## src/design/msub_pkg.sv

```systemverilog
// ----------------------------------------------------------------------------
// msub_pkg: shared types and constants for the message subscription table
// Request codes, controller/datapath handshake structs and the key hash.
// ----------------------------------------------------------------------------
package msub_pkg;

	localparam int SLOT_COUNT_DEF = 16;
	localparam int KEY_W          = 8;
	localparam logic [KEY_W-1:0] EMPTY_KEY = 8'hFF;
	localparam int OUT_DATA_W     = 16;

	typedef enum logic [1:0] {
		REQ_SUB_FRONT = 2'd0,
		REQ_SUB_BACK  = 2'd1,
		REQ_LKP_FRONT = 2'd2,
		REQ_LKP_BACK  = 2'd3
	} req_t;

	// controller to datapath
	typedef struct packed {
		logic in_rdy;
		logic rd_en;
		logic step;
		logic wr_en;
		logic finish;
		logic res_ok;
		logic out_load;
	} msub_cmd_t;

	// datapath to controller
	typedef struct packed {
		logic in_fire;
		logic short_done;
		logic store_mode;
		logic entry_match;
		logic entry_empty;
		logic last;
		logic out_free;
	} msub_sts_t;

	// key mod 7: 64 and 8 are both 1 mod 7, so sum the octal digits and fold
	function automatic logic [2:0] key_mod7(input logic [KEY_W-1:0] k);
		logic [4:0] s;
		s = {3'b000, k[7:6]} + {2'b00, k[5:3]} + {2'b00, k[2:0]};
		if (s >= 5'd14) begin
			s = s - 5'd14;
		end else if (s >= 5'd7) begin
			s = s - 5'd7;
		end
		return s[2:0];
	endfunction

endpackage

```

## src/design/msub_ram.sv

```systemverilog
// ----------------------------------------------------------------------------
// msub_ram: generic single-port ram
// One address per cycle, write or read, read data registered.
// ----------------------------------------------------------------------------
module msub_ram #(
	parameter int Width = 8,
	parameter int Depth = 16
) (
	input  logic                                     clk,
	input  logic                                     we,
	input  logic                                     re,
	input  logic [((Depth > 1) ? $clog2(Depth) : 1)-1:0] addr,
	input  logic [Width-1:0]                         wdata,
	output logic [Width-1:0]                         rdata
);

	logic [Width-1:0] mem_q [Depth];

	always_ff @(posedge clk) begin
		if (we) begin
			mem_q[addr] <= wdata;
		end
		if (re) begin
			rdata <= mem_q[addr];
		end
	end

endmodule

```

## src/design/msub_ctrl.sv

```systemverilog
// ----------------------------------------------------------------------------
// msub_ctrl: request sequencer
// Walks the slot scan one entry at a time and decides store, hit or miss.
// ----------------------------------------------------------------------------
module msub_ctrl (
	input  logic                 clk,
	input  logic                 arst_n,
	input  msub_pkg::msub_sts_t  sts,
	output msub_pkg::msub_cmd_t  cmd
);
	import msub_pkg::*;

	typedef enum logic [1:0] {
		ST_IDLE,
		ST_READ,
		ST_CMP,
		ST_EMIT
	} state_t;

	state_t state_q;
	state_t state_d;

	always_comb begin
		cmd     = '0;
		state_d = state_q;
		unique case (state_q)
			ST_IDLE: begin
				cmd.in_rdy = 1'b1;
				if (sts.in_fire) begin
					state_d = ST_READ;
				end
			end
			ST_READ: begin
				if (sts.short_done) begin
					cmd.finish = 1'b1;
					cmd.res_ok = 1'b1;
					state_d    = ST_EMIT;
				end else begin
					cmd.rd_en = 1'b1;
					state_d   = ST_CMP;
				end
			end
			ST_CMP: begin
				if (sts.store_mode) begin
					if (sts.entry_match) begin
						cmd.finish = 1'b1;
						cmd.res_ok = 1'b1;
						state_d    = ST_EMIT;
					end else if (sts.entry_empty) begin
						cmd.wr_en  = 1'b1;
						cmd.finish = 1'b1;
						cmd.res_ok = 1'b1;
						state_d    = ST_EMIT;
					end else if (sts.last) begin
						cmd.finish = 1'b1;
						state_d    = ST_EMIT;
					end else begin
						cmd.step = 1'b1;
						state_d  = ST_READ;
					end
				end else begin
					// lookups stop with a miss at the first empty slot
					if (sts.entry_empty) begin
						cmd.finish = 1'b1;
						state_d    = ST_EMIT;
					end else if (sts.entry_match) begin
						cmd.finish = 1'b1;
						cmd.res_ok = 1'b1;
						state_d    = ST_EMIT;
					end else if (sts.last) begin
						cmd.finish = 1'b1;
						state_d    = ST_EMIT;
					end else begin
						cmd.step = 1'b1;
						state_d  = ST_READ;
					end
				end
			end
			ST_EMIT: begin
				if (sts.out_free) begin
					cmd.out_load = 1'b1;
					state_d      = ST_IDLE;
				end
			end
			default: begin
				state_d = ST_IDLE;
			end
		endcase
	end

	always_ff @(posedge clk or negedge arst_n) begin
		if (!arst_n) begin
			state_q <= ST_IDLE;
		end else begin
			state_q <= state_d;
		end
	end

endmodule

```

## src/design/msub_dp.sv

```systemverilog
// ----------------------------------------------------------------------------
// msub_dp: table datapath
// Request registers, scan index, slot ram with valid flags, hash filter
// and the result register on the master side.
// ----------------------------------------------------------------------------
module msub_dp #(
	parameter int SlotCount = msub_pkg::SLOT_COUNT_DEF
) (
	input  logic                                clk,
	input  logic                                arst_n,
	input  msub_pkg::msub_cmd_t                 cmd,
	output msub_pkg::msub_sts_t                 sts,
	input  logic                                cfg_we,
	input  logic                                cfg_wdata,
	input  logic                                s_tvalid,
	input  logic [2:0]                          s_tuser,
	input  logic [6:0]                          s_tdata,
	output logic                                m_tvalid,
	input  logic                                m_tready,
	output logic [msub_pkg::OUT_DATA_W-1:0]     m_tdata
);
	import msub_pkg::*;

	localparam int IdxW = (SlotCount > 1) ? $clog2(SlotCount) : 1;
	localparam logic [IdxW-1:0] IdxLast = IdxW'(SlotCount - 1);

	req_t             req_q;
	logic [KEY_W-1:0] key_q;
	logic [IdxW-1:0]  idx_q;
	logic [SlotCount-1:0] vld_q;
	logic             vld_rd_q;
	logic [KEY_W-1:0] ram_rdata;
	logic [KEY_W-1:0] entry;
	logic [KEY_W-1:0] in_key;
	req_t             in_req;
	logic             accept_all_q;
	logic [7:0]       filter_q;
	logic             ok_q;
	logic             chg_q;
	logic             m_tvalid_q;
	logic [OUT_DATA_W-1:0] m_tdata_q;
	logic             is_back;
	logic             in_fire;

	assign in_fire = s_tvalid && cmd.in_rdy;
	// tuser: req_type in bits 1:0, kind in bit 2
	assign in_req  = req_t'(s_tuser[1:0]);
	assign in_key  = {s_tuser[2], s_tdata};
	assign is_back = (req_q == REQ_SUB_BACK) || (req_q == REQ_LKP_BACK);

	msub_ram #(
		.Width (KEY_W),
		.Depth (SlotCount)
	) u_ram (
		.clk   (clk),
		.we    (cmd.wr_en),
		.re    (cmd.rd_en),
		.addr  (idx_q),
		.wdata (key_q),
		.rdata (ram_rdata)
	);

	// never-written slots read as empty
	assign entry = vld_rd_q ? ram_rdata : EMPTY_KEY;

	always_comb begin
		sts             = '0;
		sts.in_fire     = in_fire;
		sts.store_mode  = (req_q == REQ_SUB_FRONT) || (req_q == REQ_SUB_BACK);
		sts.short_done  = (sts.store_mode && (key_q == EMPTY_KEY))
			|| ((req_q == REQ_LKP_FRONT) && accept_all_q);
		sts.entry_match = (entry == key_q);
		sts.entry_empty = (entry == EMPTY_KEY);
		sts.last        = is_back ? (idx_q == '0) : (idx_q == IdxLast);
		sts.out_free    = !m_tvalid_q || m_tready;
	end

	// request and scan index
	always_ff @(posedge clk) begin
		if (in_fire) begin
			req_q <= in_req;
			key_q <= in_key;
			if ((in_req == REQ_SUB_BACK) || (in_req == REQ_LKP_BACK)) begin
				idx_q <= IdxLast;
			end else begin
				idx_q <= '0;
			end
		end else if (cmd.step) begin
			idx_q <= is_back ? (idx_q - IdxW'(1)) : (idx_q + IdxW'(1));
		end
		if (cmd.finish) begin
			ok_q  <= cmd.res_ok;
			chg_q <= cmd.wr_en && (req_q == REQ_SUB_FRONT);
		end
	end

	always_ff @(posedge clk or negedge arst_n) begin
		if (!arst_n) begin
			vld_q    <= '0;
			vld_rd_q <= 1'b0;
		end else begin
			if (cmd.wr_en) begin
				vld_q[idx_q] <= 1'b1;
			end
			if (cmd.rd_en) begin
				vld_rd_q <= vld_q[idx_q];
			end
		end
	end

	// config and hash filter
	always_ff @(posedge clk or negedge arst_n) begin
		if (!arst_n) begin
			accept_all_q <= 1'b0;
			filter_q     <= '0;
		end else begin
			if (cfg_we) begin
				accept_all_q <= cfg_wdata;
			end
			if (cfg_we && cfg_wdata) begin
				filter_q <= 8'hFF;
			end else if (in_fire && (in_req == REQ_SUB_FRONT)) begin
				filter_q <= filter_q | (8'b1 << key_mod7(in_key));
			end
		end
	end

	// result register
	always_ff @(posedge clk or negedge arst_n) begin
		if (!arst_n) begin
			m_tvalid_q <= 1'b0;
		end else if (cmd.out_load) begin
			m_tvalid_q <= 1'b1;
		end else if (m_tready) begin
			m_tvalid_q <= 1'b0;
		end
	end

	always_ff @(posedge clk) begin
		if (cmd.out_load) begin
			m_tdata_q <= {6'b0, chg_q, (accept_all_q ? 8'hFF : filter_q), ok_q};
		end
	end

	assign m_tvalid = m_tvalid_q;
	assign m_tdata  = m_tdata_q;

endmodule

```

## src/design/message_subscription_table_core.sv

```systemverilog
// empty-marker subscribes and front lookups under accept_all skip the scan; other
// requests read and compare the slots in turn, ST_READ then ST_CMP for each slot
// one request at a time: a new request is accepted only after the last result
// is loaded, and the scan goes one entry per read through the single-port slot ram
// reset: slot valid flags, hash filter and accept_all clear at once, so the
// table reads as all empty right after reset with no clearing pass
// ----------------------------------------------------------------------------
// message_subscription_table_core: packet subscription table
// Subscribe and lookup of 8-bit message keys with an 8-bit hash filter.
// ----------------------------------------------------------------------------
module message_subscription_table_core #(
	parameter int SlotCount = msub_pkg::SLOT_COUNT_DEF
) (
	input  logic                            clk,
	input  logic                            arst_n,
	input  logic                            cfg_we,
	input  logic                            cfg_wdata,     // accept_all
	input  logic                            s_tvalid,
	output logic                            s_tready,
	input  logic [7:0]                      s_tdata,       // msg_id[6:0]
	input  logic [2:0]                      s_tuser,       // req_type[1:0], kind
	output logic                            m_tvalid,
	input  logic                            m_tready,
	output logic [msub_pkg::OUT_DATA_W-1:0] m_tdata        // ok, filter_bits, filter_changed
);
	import msub_pkg::*;

	msub_cmd_t cmd;
	msub_sts_t sts;

	msub_ctrl u_ctrl (
		.clk    (clk),
		.arst_n (arst_n),
		.sts    (sts),
		.cmd    (cmd)
	);

	msub_dp #(
		.SlotCount (SlotCount)
	) u_dp (
		.clk       (clk),
		.arst_n    (arst_n),
		.cmd       (cmd),
		.sts       (sts),
		.cfg_we    (cfg_we),
		.cfg_wdata (cfg_wdata),
		.s_tvalid  (s_tvalid),
		.s_tuser   (s_tuser),
		.s_tdata   (s_tdata[6:0]),
		.m_tvalid  (m_tvalid),
		.m_tready  (m_tready),
		.m_tdata   (m_tdata)
	);

	assign s_tready = cmd.in_rdy;

endmodule

```

## config.mk

```make
export PLATFORM = sky130hd
export DESIGN_NAME = message_subscription_table_core
export DESIGN_NICKNAME = d
export VERILOG_FILES = /design/src/design/msub_pkg.sv /design/src/design/msub_ram.sv /design/src/design/msub_ctrl.sv /design/src/design/msub_dp.sv /design/src/design/message_subscription_table_core.sv
export SDC_FILE = /design/constraint.sdc
export NUM_CORES = 1
export LEC_CHECK = 0
export CAP_MARGIN = 20
export CORE_MARGIN = 2
export CORE_UTILIZATION = 45
export CTS_CLUSTER_DIAMETER = 80
export DETAILED_ROUTE_END_ITERATION = 16
export DONT_BUFFER_PORTS = 1
export GPL_ROUTABILITY_DRIVEN = 0
export HOLD_SLACK_MARGIN = 0.02
export PLACE_DENSITY = 0.62
export REMOVE_ABC_BUFFERS = 1
export SYNTH_ARGS = -nofsm -noshare
export SYNTH_HDL_FRONTEND = slang
export SYNTH_SLANG_ARGS = --single-unit
```

## constraint.sdc

```tcl
create_clock -name clk -period 4 [get_ports clk]
set_input_delay 0.8 -clock clk [delete_from_list [all_inputs] [get_ports clk]]
set_output_delay 0.8 -clock clk [all_outputs]
set_load 0.01 [all_outputs]
```

Yosys cells after proc, flatten, opt, wreduce, memory -nomap -nowiden
Memories as Yosys holds them, arrays and structs flattened. A register that Yosys moved wholly into a read port is not among the register bits.
Cells that the tools add are included.
{ "totals": {"reg_bits": 55, "mem_bits_rw": 128, "in_bits": 17, "out_inout_bits": 18, "wordCells": 116, "n_memories": 1} }
{ "mem_list": {"columns": ["memory", "depth", "width", "read_ports", "rd_ports_with_merged_regs", "wr", "line", "text"], "rows": [
  ["u_dp.u_ram.mem_q", 16, 8, 1, 1, 1, "msub_ram.sv:17", "logic [Width-1:0] mem_q [Depth];"]
]} }
{ "op_classes": {"add_sub_neg": 6, "order_cmp": 4, "eq_ne": 14, "n_shift": 1, "mux": 54, "n_bitwise": 2, "reduce_logical": 21} }
{ "ops": {"columns": ["op", "count"], "rows": [
  ["$mux 1", 26],
  ["$mux 2", 13],
  ["$mux 8", 3],
  ["$eq 8x8->1 const B", 2],
  ["$mux 4", 4],
  ["$or 16x16->16", 1],
  ["$mux 3", 4],
  ["$eq 2x2->1 const B", 5],
  ["$eq 8x8->1", 1],
  ["$or 8x8->8", 1],
  ["$pmux 2 s4", 1],
  ["$shl 1x3->8 const A", 1],
  ["$logic_and 1x1->1", 7],
  ["$eq 2x1->1 const B", 3],
  ["$logic_not 2->1", 3],
  ["$reduce_bool 2->1", 3],
  ["$sub 3x3->3 const B", 2],
  ["$add 4x3->5", 1],
  ["$ge 5x3->1 const B", 1],
  ["$ge 5x4->1 const B", 1],
  ["$logic_or 1x1->1", 5],
  ["$lt 4x5->1 const B", 1],
  ["$add 2x3->4", 1],
  ["$add 4x1->4 const B", 1],
  ["other kinds (11)", 11]
]} }

Longest topological paths before layout
Gate-level depths: netlist of run 1.
{ "logic_depth": {"word_depth": 11, "mapped_depth": 11, "depth_no_buf": 11} }

Cells and area by module
Synthesis of run 1 repeated with hierarchy kept, for this count alone.
{ "hier_totals": {"cells_unflattened": 491, "hier_area_um2": 8206.6} }
{ "by_module_without_submodules": {"columns": ["mod", "instances", "cells_each", "area_each_um2", "seq_area_each_um2"], "rows": [
  ["msub_ram", 1, 230, 5147.4, 4083.9],
  ["msub_dp", 1, 235, 2817.7, 1456.4],
  ["msub_ctrl", 1, 26, 241.5, 50.0]
]} }

Least setup slack after synthesis of run 1
Ideal clock, no wire load.
{ "synth_path": {"kind": "input-to-reg", "from": "input port s_tdata[1]", "to": "register u_dp.filter_q[3]", "setup_ns": 0.126, "arrival_ns": 3.453, "t_required_ns": 3.874, "setup_slack_ns": 0.421, "cell_stages": 10, "n_path_buf": 0, "cell_sequence": "fa_1 > ha_1 > inv_1 > fa_1 > inv_1 > ha_1 > o21ai_0 > a21oi_1 > or2_2 > a311o_1"} }
{ "synth_between": {"elab_chain_len": 10, "word_cells_on_any_way": 13, "classes_between": "add/sub: 3; order compare: 2; shift: 1; mux: 6; bitwise: 1"} }
{ "synth_lines": {"columns": ["element", "line", "text"], "rows": [
  ["start, declared", "message_subscription_table_core.sv:20", "input logic [7:0] s_tdata,"],
  ["$add 4x3->5 (*)", "msub_pkg.sv:44", "s = {3'b000, k[7:6]} + {2'b00, k[5:3]} + {2'b00, k[2:0]};"],
  ["$ge 5x3->1 / $sub 3x3->3 (equally long branches)", "msub_pkg.sv:47, msub_pkg.sv:48", null],
  ["$mux 3", "msub_pkg.sv:47", "end else if (s >= 5'd7) begin"],
  ["$mux 3 (*)", "msub_pkg.sv:45", "if (s >= 5'd14) begin"],
  ["$mux 3 (*)", "msub_dp.sv:122", "end else if (in_fire && (in_req == REQ_SUB_FRONT)) begin"],
  ["$mux 3 (*)", "msub_dp.sv:120", "if (cfg_we && cfg_wdata) begin"],
  ["$shl 1x3->8 (*)", "msub_dp.sv:123", "filter_q <= filter_q | (8'b1 << key_mod7(in_key));"],
  ["$or 8x8->8 (*)", "msub_dp.sv:123", null],
  ["$mux 8 (*)", "msub_dp.sv:122", null],
  ["$mux 8 (*)", "msub_dp.sv:120", null],
  ["end signal, assigned", "msub_dp.sv:123", null],
  ["end, declared", "msub_dp.sv:37", "logic [7:0] filter_q;"]
]} }
Mark *: on every way between the ends. The rest lies on a longest branch, timed or not. The select of a mux whose other input is x is not followed.
A chain may end at the register's enable or synchronous reset.

Worst setup path after layout of run 1
{ "layout_path": {"from": "input port s_tdata[1]", "to": "register u_dp.filter_q[4]"} }
The elaborated chain is that of the path after synthesis.

==> results of run 1 <==
[cells by family (layout without fill, tap and decap cells)]
logic type      after synthesis  after routing  share of synthesized area (%)
flops                       191            191                           67.0
simple gates                114            114                           7.58
compound gates               72             72                           7.11
mux                          45             45                           12.0
buf+inv                      43             71                           2.52
fa+ha+maj                    16             16                           2.76
xor+xnor                      9              9                          0.945
other cells                   1              6                         0.0450
[synth_stat cells (3+ instances only)]
master	n	area share (%)
a31oi_1	3	0.23
nor4_1	16	1.2
o31ai_1	4	0.36
nand2b_1	7	0.53
or4_1	4	0.36
o21a_1	3	0.27
buf_2	3	0.18
a41o_1	16	1.9
nand2_1	16	0.72
buf_4	7	0.63
nor3b_1	5	0.45
edfxtp_1	162	58
and2_1	6	0.45
ha_1	12	1.8
xor2_1	4	0.42
inv_1	14	0.63
nand3_1	4	0.24
xnor2_1	5	0.53
a211o_1	3	0.32
mux4_2	44	12
nor3_1	5	0.30
or2_2	11	0.83
clkbuf_1	15	0.68
nor2_1	19	0.86
nand4_1	8	0.60
dfrtp_1	29	8.7
o211ai_1	4	0.36
nor2b_1	6	0.45
fa_1	4	0.96
a21oi_1	9	0.54
o21ai_0	8	0.48
[worst max-delay path by stage]
stage          startpoint               end  slack, ns
3_5_place_dp   s_tdata[1]  u_dp.filter_q[4]       0.37
6_report       s_tdata[1]  u_dp.filter_q[4]       0.75
4_1_cts        s_tdata[1]  u_dp.filter_q[4]       0.80
3_3_place_gp   s_tdata[1]  u_dp.filter_q[4]       0.41
2_1_floorplan  s_tdata[1]  u_dp.filter_q[3]       0.42
5_1_grt        s_tdata[1]  u_dp.filter_q[0]       0.60
[sequential cells by signal, indices dropped and copies added, names as in the netlist]
register,flops
u_dp.vld_rd_q,1
u_dp.key_q,8
u_dp.accept_all_q,1
u_ctrl.state_q,2
u_dp.ok_q,1
u_dp.m_tdata,10
u_dp.req_q,2
u_dp.filter_q,8
u_dp.chg_q,1
u_dp.vld_q,16
u_dp.idx_q,4
u_dp.u_ram.mem_q,128
u_dp.u_ram.rdata,8
u_dp.m_tvalid,1
[stage by stage]
stage / instance area, um2 / total power (uW) / utilization [%]
finish: 9260 / 5720 / 51.2
floorplan: 8210 / 3700 / -
global route: 9260 / 6010 / 51.2
detailed placement: 8680 / 4130 / 48.0
CTS: 9260 / 5770 / 51.2
global placement: 8680 / 4070 / 48.0
[cell type report]
cell class                      count  area (um2)
Inverter                           15        56.3
Clock buffer                       19         433
Sequential cell                   191        5590
Timing Repair Buffer               24         193
Fill cell                        1426        8830
Tap cell                          229         287
Clock inverter                     13         139
Multi-Input combinational cell    262        2560
[power breakdown]
group	switching (uW)	internal, uW	total, uW	leakage, uW
Sequential	278	2480	2760	0.00177
Clock	716	923	1640	0.000271
Combinational	701	628	1330	0.00109
[routing by layer]
layer,global-route usage [%],share of wire [%],vias up,wire length (um)
met1,24.9,45,2336,7420
li1,-,-,2025,-
met4,5.37,1.3,0,213
met3,4.14,4.3,13,717
met5,0,0,-,0
met2,28.5,50,126,8210
==> results.tsv, run 1 <==
stage	metric	value	unit
setup_path	Slowest-stage cell, CP	fa_1	
cts	TritonCTS clock tree	yes	
cts	# Post-CTS Setup Buffers	0	
setup_path	reg2reg path depth	5	
cts	Worst-path clk slew	0.07	ns
logic_synthesis	warnings from Yosys	0	
logic_synthesis	Netlist cell types	60	
detailed_routing	Routed Wire Length	16600	um
finish	commonest cells after routing, fill and taps aside	edfxtp_1, mux4_2, dfrtp_1	
place	I/O Buffers	0	
finish	Layout area overhead	11.0	%
detailed_routing	DR vias	4500	
sta	Pins Over Slew Limit	0	
grt	largest net degree at the start of global routing	37	
cts	CTS buffer count	17	
detailed_routing	Routed WL per cell	22.0	um
sta	crit path time final	3.25	ns
sta	Tightest Pin Transition	0.946	ns
floorplanning	Die H	140	um
setup_path	critical path depth	11	
setup_path	CP max stage delay	0.56	ns
sta	Slew headroom	36.9	%
cts	post_cts resized	0	
logic_synthesis	Post-synth ARST share	15.2	%
grt	grt ovf	0	
grt	first-pass GRT wire length	26000	um
grt	antenna violations before repair	0	
setup_path	Worst EP arrival	3.56	ns
power_and_ir_drop	leakage	0.00313	uW
setup_path	Worst setup EP type	flop	
power_and_ir_drop	Power Dens Cells	618	mW/mm2
detailed_routing	router iterations before antenna repair	4	
hold_path	Hold/Removal Path Class	input pin to async pin	
flow_run	Max Cap Violations	0	
finish	most common cell after layout, fill and taps aside	edfxtp_1	
detailed_routing	post-route antenna net violation count	0	
finish	Finished Layout Cells	753	
sta	final setup fails	0	
grt	Global Route Usage Sum	17.9	%
cts	worst skew pair latency	0.43	ns
floorplanning	row cnt	49	
setup_path	startpoint types	input pin	
setup_path	worst r2r dst	u_dp.u_ram.mem_q[13][0]	
logic_synthesis	Post-synth EDFFs	162	
place	dpl hpwl	10800	um
cts	CTS root buf	clkbuf_16	
finish	Ant. Diodes	0	
floorplanning	Core Area	0.0181	mm2
sta	skew final	0.00549	ns
logic_synthesis	register area share after synthesis	67.0	%
status	outcome	completed	
sta	RSZ-0062 raised after global routing	no	
finish	fraction of layout cells with a size suffix above 1	21.4	%
sta	Fin Hold WS	0.0596	ns
detailed_routing	Starting DRT DRC Count	441	
power_and_ir_drop	Max IR drop VDD	0.349	mV
logic_synthesis	Top FF cell, synth	edfxtp_1	
setup_path	CP bufs+invs	3	
setup_path	R2R Setup Slk	1.12	ns
logic_synthesis	synthesized area per cell	17.0	um2
logic_synthesis	Mapped Cells	491	
floorplanning	I/O pin count	35	
setup_path	Reg-to-Reg Start	u_dp.key_q[1]	
setup_path	Crit path required time	4.31	ns
setup_path	delay-heaviest family, CP	adder cells	
cts	clk sinks	191	
setup_path	Critical Path, Cell by Cell	fa_1 -> ha_1 -> inv_1 -> fa_1 -> inv_1 -> ha_1 -> o21ai_0 -> buf_4 -> nand2_1 -> o31a_1 -> o41ai_1	
detailed_routing	# DRC	0	
cts	CTS H-tree lvls	4	
sta	setup_tns	0	ns
logic_synthesis	Mapped Area	0.00834	mm2
setup_path	critical setup path kind	input pin to flop	
floorplanning	Die ar.	0.0196	mm2
sta	Hold Violations, Final	0	
finish	nets	544	
cts	Post-CTS Hold Fix Bufs	0	
place	Place WS	0.369	ns
floorplanning	die width	140	um
sta	fmax	308	MHz
sta	Tcrit/Tclk final	81.2	%
floorplanning	effective utilization at floorplan	46.1	%
sta	setup ws final	0.752	ns
cts	Clock Path Buffers	2	
detailed_routing	Via-to-Cell Ratio	5.98	
place	# placed instances	721	
logic_synthesis	FF+latch count, synth	191	
setup_path	worst-path maximum fanout	5	
grt	number of global-route vias before repair	4454	
No activity file was read; power rests on OpenSTA's default activity.
==> run 2: changes to the inputs <==
--- a/config.mk
+++ b/config.mk
@@ -13,7 +13,7 @@
 export DONT_BUFFER_PORTS = 1
 export GPL_ROUTABILITY_DRIVEN = 0
 export HOLD_SLACK_MARGIN = 0.02
-export PLACE_DENSITY = 0.62
+export PLACE_DENSITY = 0.64
 export REMOVE_ABC_BUFFERS = 1
 export SYNTH_ARGS = -nofsm -noshare
 export SYNTH_HDL_FRONTEND = slang
==> constraint.sdc (replaced) <==
create_clock -name clk -period 2.6 [get_ports clk]
set_input_delay 0.52 -clock clk [delete_from_list [all_inputs] [get_ports clk]]
set_output_delay 0.52 -clock clk [all_outputs]
set_load 0.01 [all_outputs]
==> results.tsv, run 2 (synthesis gave the netlist of run 1 again) <==
stage	metric	value	unit	change
sta	Tightest Pin Transition	0.639	ns	-0.308 ns
finish	fraction of layout cells with a size suffix above 1	29.8	%	+8.5 points
floorplanning	effective utilization at floorplan	46.1	%	unchanged
sta	Hold Violations, Final	0		unchanged
cts	CTS buffer count	17		unchanged
cts	TritonCTS clock tree	yes		
status	outcome	complete, but fails checks		
detailed_routing	Routed Wire Length	17400	um	+5.1%
sta	final setup fails	4		+4
sta	Tcrit/Tclk final	102	%	
grt	grt ovf	0		unchanged
finish	Largest register FFs	128		unchanged
cts	Clock Path Buffers	2		unchanged
place	I/O Buffers	0		unchanged
setup_path	CP max stage delay	0.53	ns	-0.03 ns
floorplanning	I/O pin count	35		unchanged
cts	CTS root buf	clkbuf_16		
detailed_routing	Via-to-Cell Ratio	5.99		+0.27%
setup_path	startpoint types	input pin		
status	failing checks	negative setup slack		
floorplanning	die width	140	um	unchanged
power_and_ir_drop	leakage	0.00333	uW	+6.4%
power_and_ir_drop	Cell Int Power	6410	uW	+59%
power_and_ir_drop	clock share of power	28.0	%	-0.6 points
cts	worst skew pair latency	0.43	ns	about the same
hold_path	Hold/Removal Path Class	input pin to flop		
detailed_routing	Starting DRT DRC Count	367		-17%
finish	Most flops, register	u_dp.u_ram.mem_q		
finish	Finished Layout Cells	782		+3.9%
detailed_routing	DR vias	4686		+4.1%
setup_path	Slowest-stage cell, CP	fa_1		
sta	setup ws final	-0.0522	ns	-0.804 ns
sta	Slew headroom	57.4	%	+21 points
grt	largest net degree at the start of global routing	32		-14%
power_and_ir_drop	Gate power share	27.2	%	+4.0 points
power_and_ir_drop	Power Dens Cells	942	mW/mm2	+52%
sta	crit path time final	2.65	ns	
setup_path	Worst setup EP type	flop		
finish	most common cell after layout, fill and taps aside	edfxtp_1		
power_and_ir_drop	Sw Ratio	29.8	%	+0.23 points
floorplanning	row cnt	49		unchanged
setup_path	CP bufs+invs	3		unchanged
finish	Layout area overhead	16.2	%	
place	# placed instances	747		+3.6%
grt	first-pass GRT wire length	27300	um	+4.9%
finish	commonest cells after routing, fill and taps aside	edfxtp_1, buf_4, mux4_2		
setup_path	Crit path required time	2.94	ns	-1.37 ns
sta	Fin Hold WS	0.178	ns	+0.118 ns
setup_path	Worst EP arrival	2.99	ns	-0.57 ns
sta	skew final	0.00718	ns	+0.00169 ns
floorplanning	Die H	140	um	unchanged
finish	Ant. Diodes	0		unchanged
sta	fmax	377	MHz	
setup_path	Critical Path, Cell by Cell	fa_1 -> ha_2 -> inv_2 -> fa_1 -> inv_2 -> ha_4 -> o21a_4 -> nor4_4 -> buf_4 -> o21ai_4 -> o31ai_2		
finish	nets	573		+5.3%
detailed_routing	# DRC	0		unchanged
grt	Global Route Usage Sum	18.6	%	+0.73 points
cts	Worst-path clk slew	0.07	ns	about the same
place	dpl hpwl	11500	um	+6.2%
power_and_ir_drop	sequential power share	44.8	%	-3.3 points
cts	CTS H-tree lvls	4		unchanged
flow_run	Max Cap Violations	0		unchanged
setup_path	critical setup path kind	input pin to flop		
grt	number of global-route vias before repair	4822		+8.3%
detailed_routing	Routed WL per cell	22.2	um	+1.2%
floorplanning	Die ar.	0.0196	mm2	unchanged
setup_path	delay-heaviest family, CP	adder cells		
floorplanning	Core Area	0.0181	mm2	unchanged
detailed_routing	router iterations before antenna repair	7		+3
power_and_ir_drop	Max IR drop VDD	0.560	mV	+60%
power_and_ir_drop	P_sw	2720	uW	+61%
detailed_routing	post-route antenna net violation count	0		unchanged
sta	Pins Over Slew Limit	0		unchanged
setup_path	worst-path maximum fanout	4		-1
sta	RSZ-0062 raised after global routing	yes		
cts	clk sinks	191		unchanged
grt	antenna violations before repair	0		unchanged
[run 2: cell count changes in the layout (fill, tap and decap cells not counted), sizes merged]
cell / delta
buf: +28
clkbuf: +3
clkinv: -1
clkinvlp: -2
dlygate4sd3: +1
[run 2: power groups by stage]
stage	sequential (uW)	combinational (uW)	clock, uW
5_1_grt	4120	2690	2740
6_report	4090	2480	2560
3_5_place_dp	4140	2310	0
3_3_place_gp	4120	2250	0
2_1_floorplan	4250	1450	0
4_1_cts	4070	2370	2610
[run 2: per-stage QoR]
step / setup TNS, ns / setup slack (ns) / util [%] / total power, uW / instance area (um2)
6_report: -0.150 / -0.0522 / 53.6 / 9130 / 9690
5_1_grt: -0.510 / -0.125 / 53.6 / 9550 / 9690
4_1_cts: -0.0223 / -0.0161 / 52.8 / 9050 / 9550
3_5_place_dp: -4.87 / -0.703 / 49.2 / 6450 / 8890
3_3_place_gp: -4.63 / -0.644 / 49.2 / 6360 / 8890
2_1_floorplan: -83.19 / -0.813 / - / 5690 / 8210
[run 2: timing repair]
item	in CTS	in global routing
setup endpoints to repair	8	8
buffers inserted	1	0
cloned	0	0
endpoints found under the hold margin	29	0
hold buffers	2	0
gates resized for setup	10	29
pin swaps	6	13
[run 2: routing by layer]
layer / up-vias / wire [um] / global-route usage, %
li1: 2082 / - / -
met5: - / 0 / 0
met3: 30 / 765 / 4.00
met1: 2450 / 7690 / 25.4
met2: 124 / 8590 / 29.9
met4: 0 / 359 / 6.59
[run 2: final timing paths]
path,startpoint,cells after the start,end,slack [ns]
hold / removal,s_tdata[4],0,u_dp.key_q[4],0.18
max in group asynchronous,arst_n,2,u_dp.accept_all_q,1.86
setup / recovery,s_tdata[1],11,u_dp.filter_q[0],-0.05
min in group asynchronous,arst_n,2,u_dp.vld_rd_q,0.58
hold reg to reg,u_dp.ok_q,0,u_dp.m_tdata[0],0.43
setup reg to reg,u_ctrl.state_q[0],6,u_dp.u_ram.mem_q[6][5],0.13
[run 2: area by class of cell]
type | count | area [um2]
Fill cell | 1395 | 8390
Clock inverter | 10 | 131
Multi-Input combinational cell | 262 | 2730
Inverter | 15 | 56.3
Clock buffer | 22 | 454
Sequential cell | 191 | 5590
Tap cell | 229 | 287
Timing Repair Buffer | 53 | 442
==> run 3: changes to the inputs <==
--- a/config.mk
+++ b/config.mk
@@ -13,7 +13,7 @@
 export DONT_BUFFER_PORTS = 1
 export GPL_ROUTABILITY_DRIVEN = 0
 export HOLD_SLACK_MARGIN = 0.02
-export PLACE_DENSITY = 0.64
+export PLACE_DENSITY = 0.72
 export REMOVE_ABC_BUFFERS = 1
 export SYNTH_ARGS = -nofsm -noshare
 export SYNTH_HDL_FRONTEND = slang
==> results.tsv, run 3 (synthesis gave the netlist of run 1 again) <==
stage	metric	value	unit	change
floorplanning	Core Area	0.0181	mm2	unchanged
hold_path	Worst Hold Depth	0		unchanged
finish	fraction of layout cells with a size suffix above 1	30.4	%	+0.53 points
cts	TritonCTS clock tree	yes		
place	dpl hpwl	11300	um	-1.2%
setup_path	Worst setup EP type	flop		
sta	Fin Hold WS	0.176	ns	-0.00208 ns
floorplanning	effective utilization at floorplan	46.1	%	unchanged
detailed_routing	Routed WL per cell	21.9	um	-1.4%
cts	Clock Path Buffers	2		unchanged
finish	most common cell after layout, fill and taps aside	edfxtp_1		
cts	# Post-CTS Setup Buffers	0		-1
detailed_routing	# DRC	0		unchanged
grt	grt ovf	0		unchanged
sta	skew final	0.00711	ns	-0.0000742 ns
setup_path	Reg-to-Reg Start	u_dp.key_q[5]		
grt	antenna violations before repair	0		unchanged
finish	Layout area overhead	16.2	%	unchanged
floorplanning	Die ar.	0.0196	mm2	unchanged
hold_path	HP Start	s_tdata[1]		
floorplanning	row cnt	49		unchanged
cts	CTS buffer count	17		unchanged
detailed_routing	Via-to-Cell Ratio	6.05		+1.0%
cts	Worst-path clk slew	0.07	ns	about the same
power_and_ir_drop	leakage	0.00332	uW	-0.36%
sta	Tcrit/Tclk final	102	%	+0.45 points
finish	Most flops, register	u_dp.u_ram.mem_q		
power_and_ir_drop	Power Dens Cells	942	mW/mm2	about the same
finish	Ant. Diodes	0		unchanged
detailed_routing	Starting DRT DRC Count	556		+51%
place	I/O Buffers	0		unchanged
sta	Pins Over Slew Limit	0		unchanged
setup_path	reg2reg path depth	7		+1
floorplanning	I/O pin count	35		unchanged
sta	final setup fails	3		-1
sta	crit path time final	2.66	ns	+0.0118 ns
grt	number of global-route vias before repair	4769		-1.1%
sta	RSZ-0062 raised after global routing	yes		
setup_path	worst r2r dst	u_dp.u_ram.mem_q[9][5]		
status	failing checks	negative setup slack		
finish	nets	570		-0.52%
hold_path	Hold/Removal Path Class	input pin to flop		
detailed_routing	post-route antenna net violation count	0		unchanged
cts	worst skew pair latency	0.43	ns	about the same
grt	largest net degree at the start of global routing	31		-3.1%
floorplanning	Die H	140	um	unchanged
power_and_ir_drop	Max IR drop VDD	0.576	mV	+2.8%
cts	clk sinks	191		unchanged
flow_run	Max Cap Violations	0		unchanged
sta	fmax	375	MHz	-0.44%
grt	Global Route Usage Sum	18.0	%	-0.65 points
detailed_routing	router iterations before antenna repair	7		unchanged
cts	CTS root buf	clkbuf_16		
detailed_routing	Routed Wire Length	17100	um	-1.8%
sta	setup ws final	-0.0640	ns	-0.0118 ns
finish	Largest register FFs	128		unchanged
setup_path	critical setup path kind	input pin to flop		
floorplanning	die width	140	um	unchanged
sta	setup_tns	-0.129	ns	+0.0207 ns
sta	Hold Violations, Final	0		unchanged
setup_path	worst-path maximum fanout	4		unchanged
detailed_routing	DR vias	4716		+0.64%
status	outcome	complete, but fails checks		
setup_path	startpoint types	input pin		
setup_path	Worst EP arrival	2.98	ns	about the same
cts	CTS H-tree lvls	4		unchanged
grt	first-pass GRT wire length	26600	um	-2.6%
setup_path	Crit path required time	2.92	ns	-0.02 ns
setup_path	R2R Setup Slk	0.21	ns	+0.08 ns
hold_path	worst hold endpoint	u_dp.key_q[1]		
finish	commonest cells after routing, fill and taps aside	edfxtp_1, buf_4, mux4_2		
[run 3: cell types whose count changed in the layout (fill, tap and decap cells not counted), moves of 2 or more]
cell / previous run / this run
buf_4: 48 / 46
clkbuf_1: 4 / 1
clkinv_1: 0 / 2
inv_6: 2 / 5
o31ai_2: 1 / 3
o31ai_1: 3 / 1
[run 3: per-stage QoR]
step | cells | setup slack, ns | total power, uW | utilization (%) | cell area (um2)
6_report | 779 | -0.0640 | 9130 | 53.6 | 9690
5_1_grt | 779 | -0.122 | 9510 | 53.6 | 9690
4_1_cts | 779 | -0.0222 | 9080 | 53.0 | 9590
3_5_place_dp | 745 | -0.705 | 6430 | 49.1 | 8880
2_1_floorplan | 468 | -0.813 | 5690 | - | 8210
3_3_place_gp | 745 | -0.632 | 6320 | 49.1 | 8880
[run 3: worst max-delay path by stage]
stage          slack [ns]  depth (start not counted)           from                      to
2_1_floorplan       -0.81                          2  u_dp.idx_q[0]  u_dp.u_ram.mem_q[5][0]
3_3_place_gp        -0.63                         10     s_tdata[1]        u_dp.filter_q[3]
3_5_place_dp        -0.71                         11     s_tdata[1]        u_dp.filter_q[0]
4_1_cts             -0.02                         12     s_tuser[2]        u_dp.filter_q[7]
5_1_grt             -0.12                         10     s_tuser[2]        u_dp.filter_q[6]
6_report            -0.06                         10     s_tuser[2]        u_dp.filter_q[6]
[run 3: per-layer routing]
layer,track usage (%),wire length (um),vias up
met5,0,0,-
li1,-,-,2080
met2,29.1,8660,198
met4,7.28,470,0
met1,24.2,6900,2397
met3,3.38,1060,41
[run 3: what timing repair did]
action	4_1_cts	5_1_grt
pin swaps	10	7
hold buffers	2	0
setup endpoints to repair	8	16
gates resized for setup	24	19
endpoints found under the hold margin	29	0
[run 3: critical path, stage by stage]
cell and delay, ns:
fa_1 0.53, ha_2 0.18, inv_2 0.04, fa_1 0.52, inv_2 0.06, ha_4 0.18
o21ai_4 0.20, a21oi_2 0.08, or2_4 0.29, o41ai_4 0.39
[run 3: area by class of cell]
class                   instances  area [um2]
inverters                      15        56.3
well taps                     229         287
repair buffers                 50         415
flip-flops and latches        191        5590
clock buffers                  18         429
multi-input cells             262        2760
fillers                      1335        8390
clock inverters                14         156
[run 3: where the power goes]
group	leakage, uW	internal, uW	total, uW	switching (uW)
clock network	0.000283	1430	2560	1130
registers	0.00177	3810	4080	270
logic	0.00126	1130	2490	1360
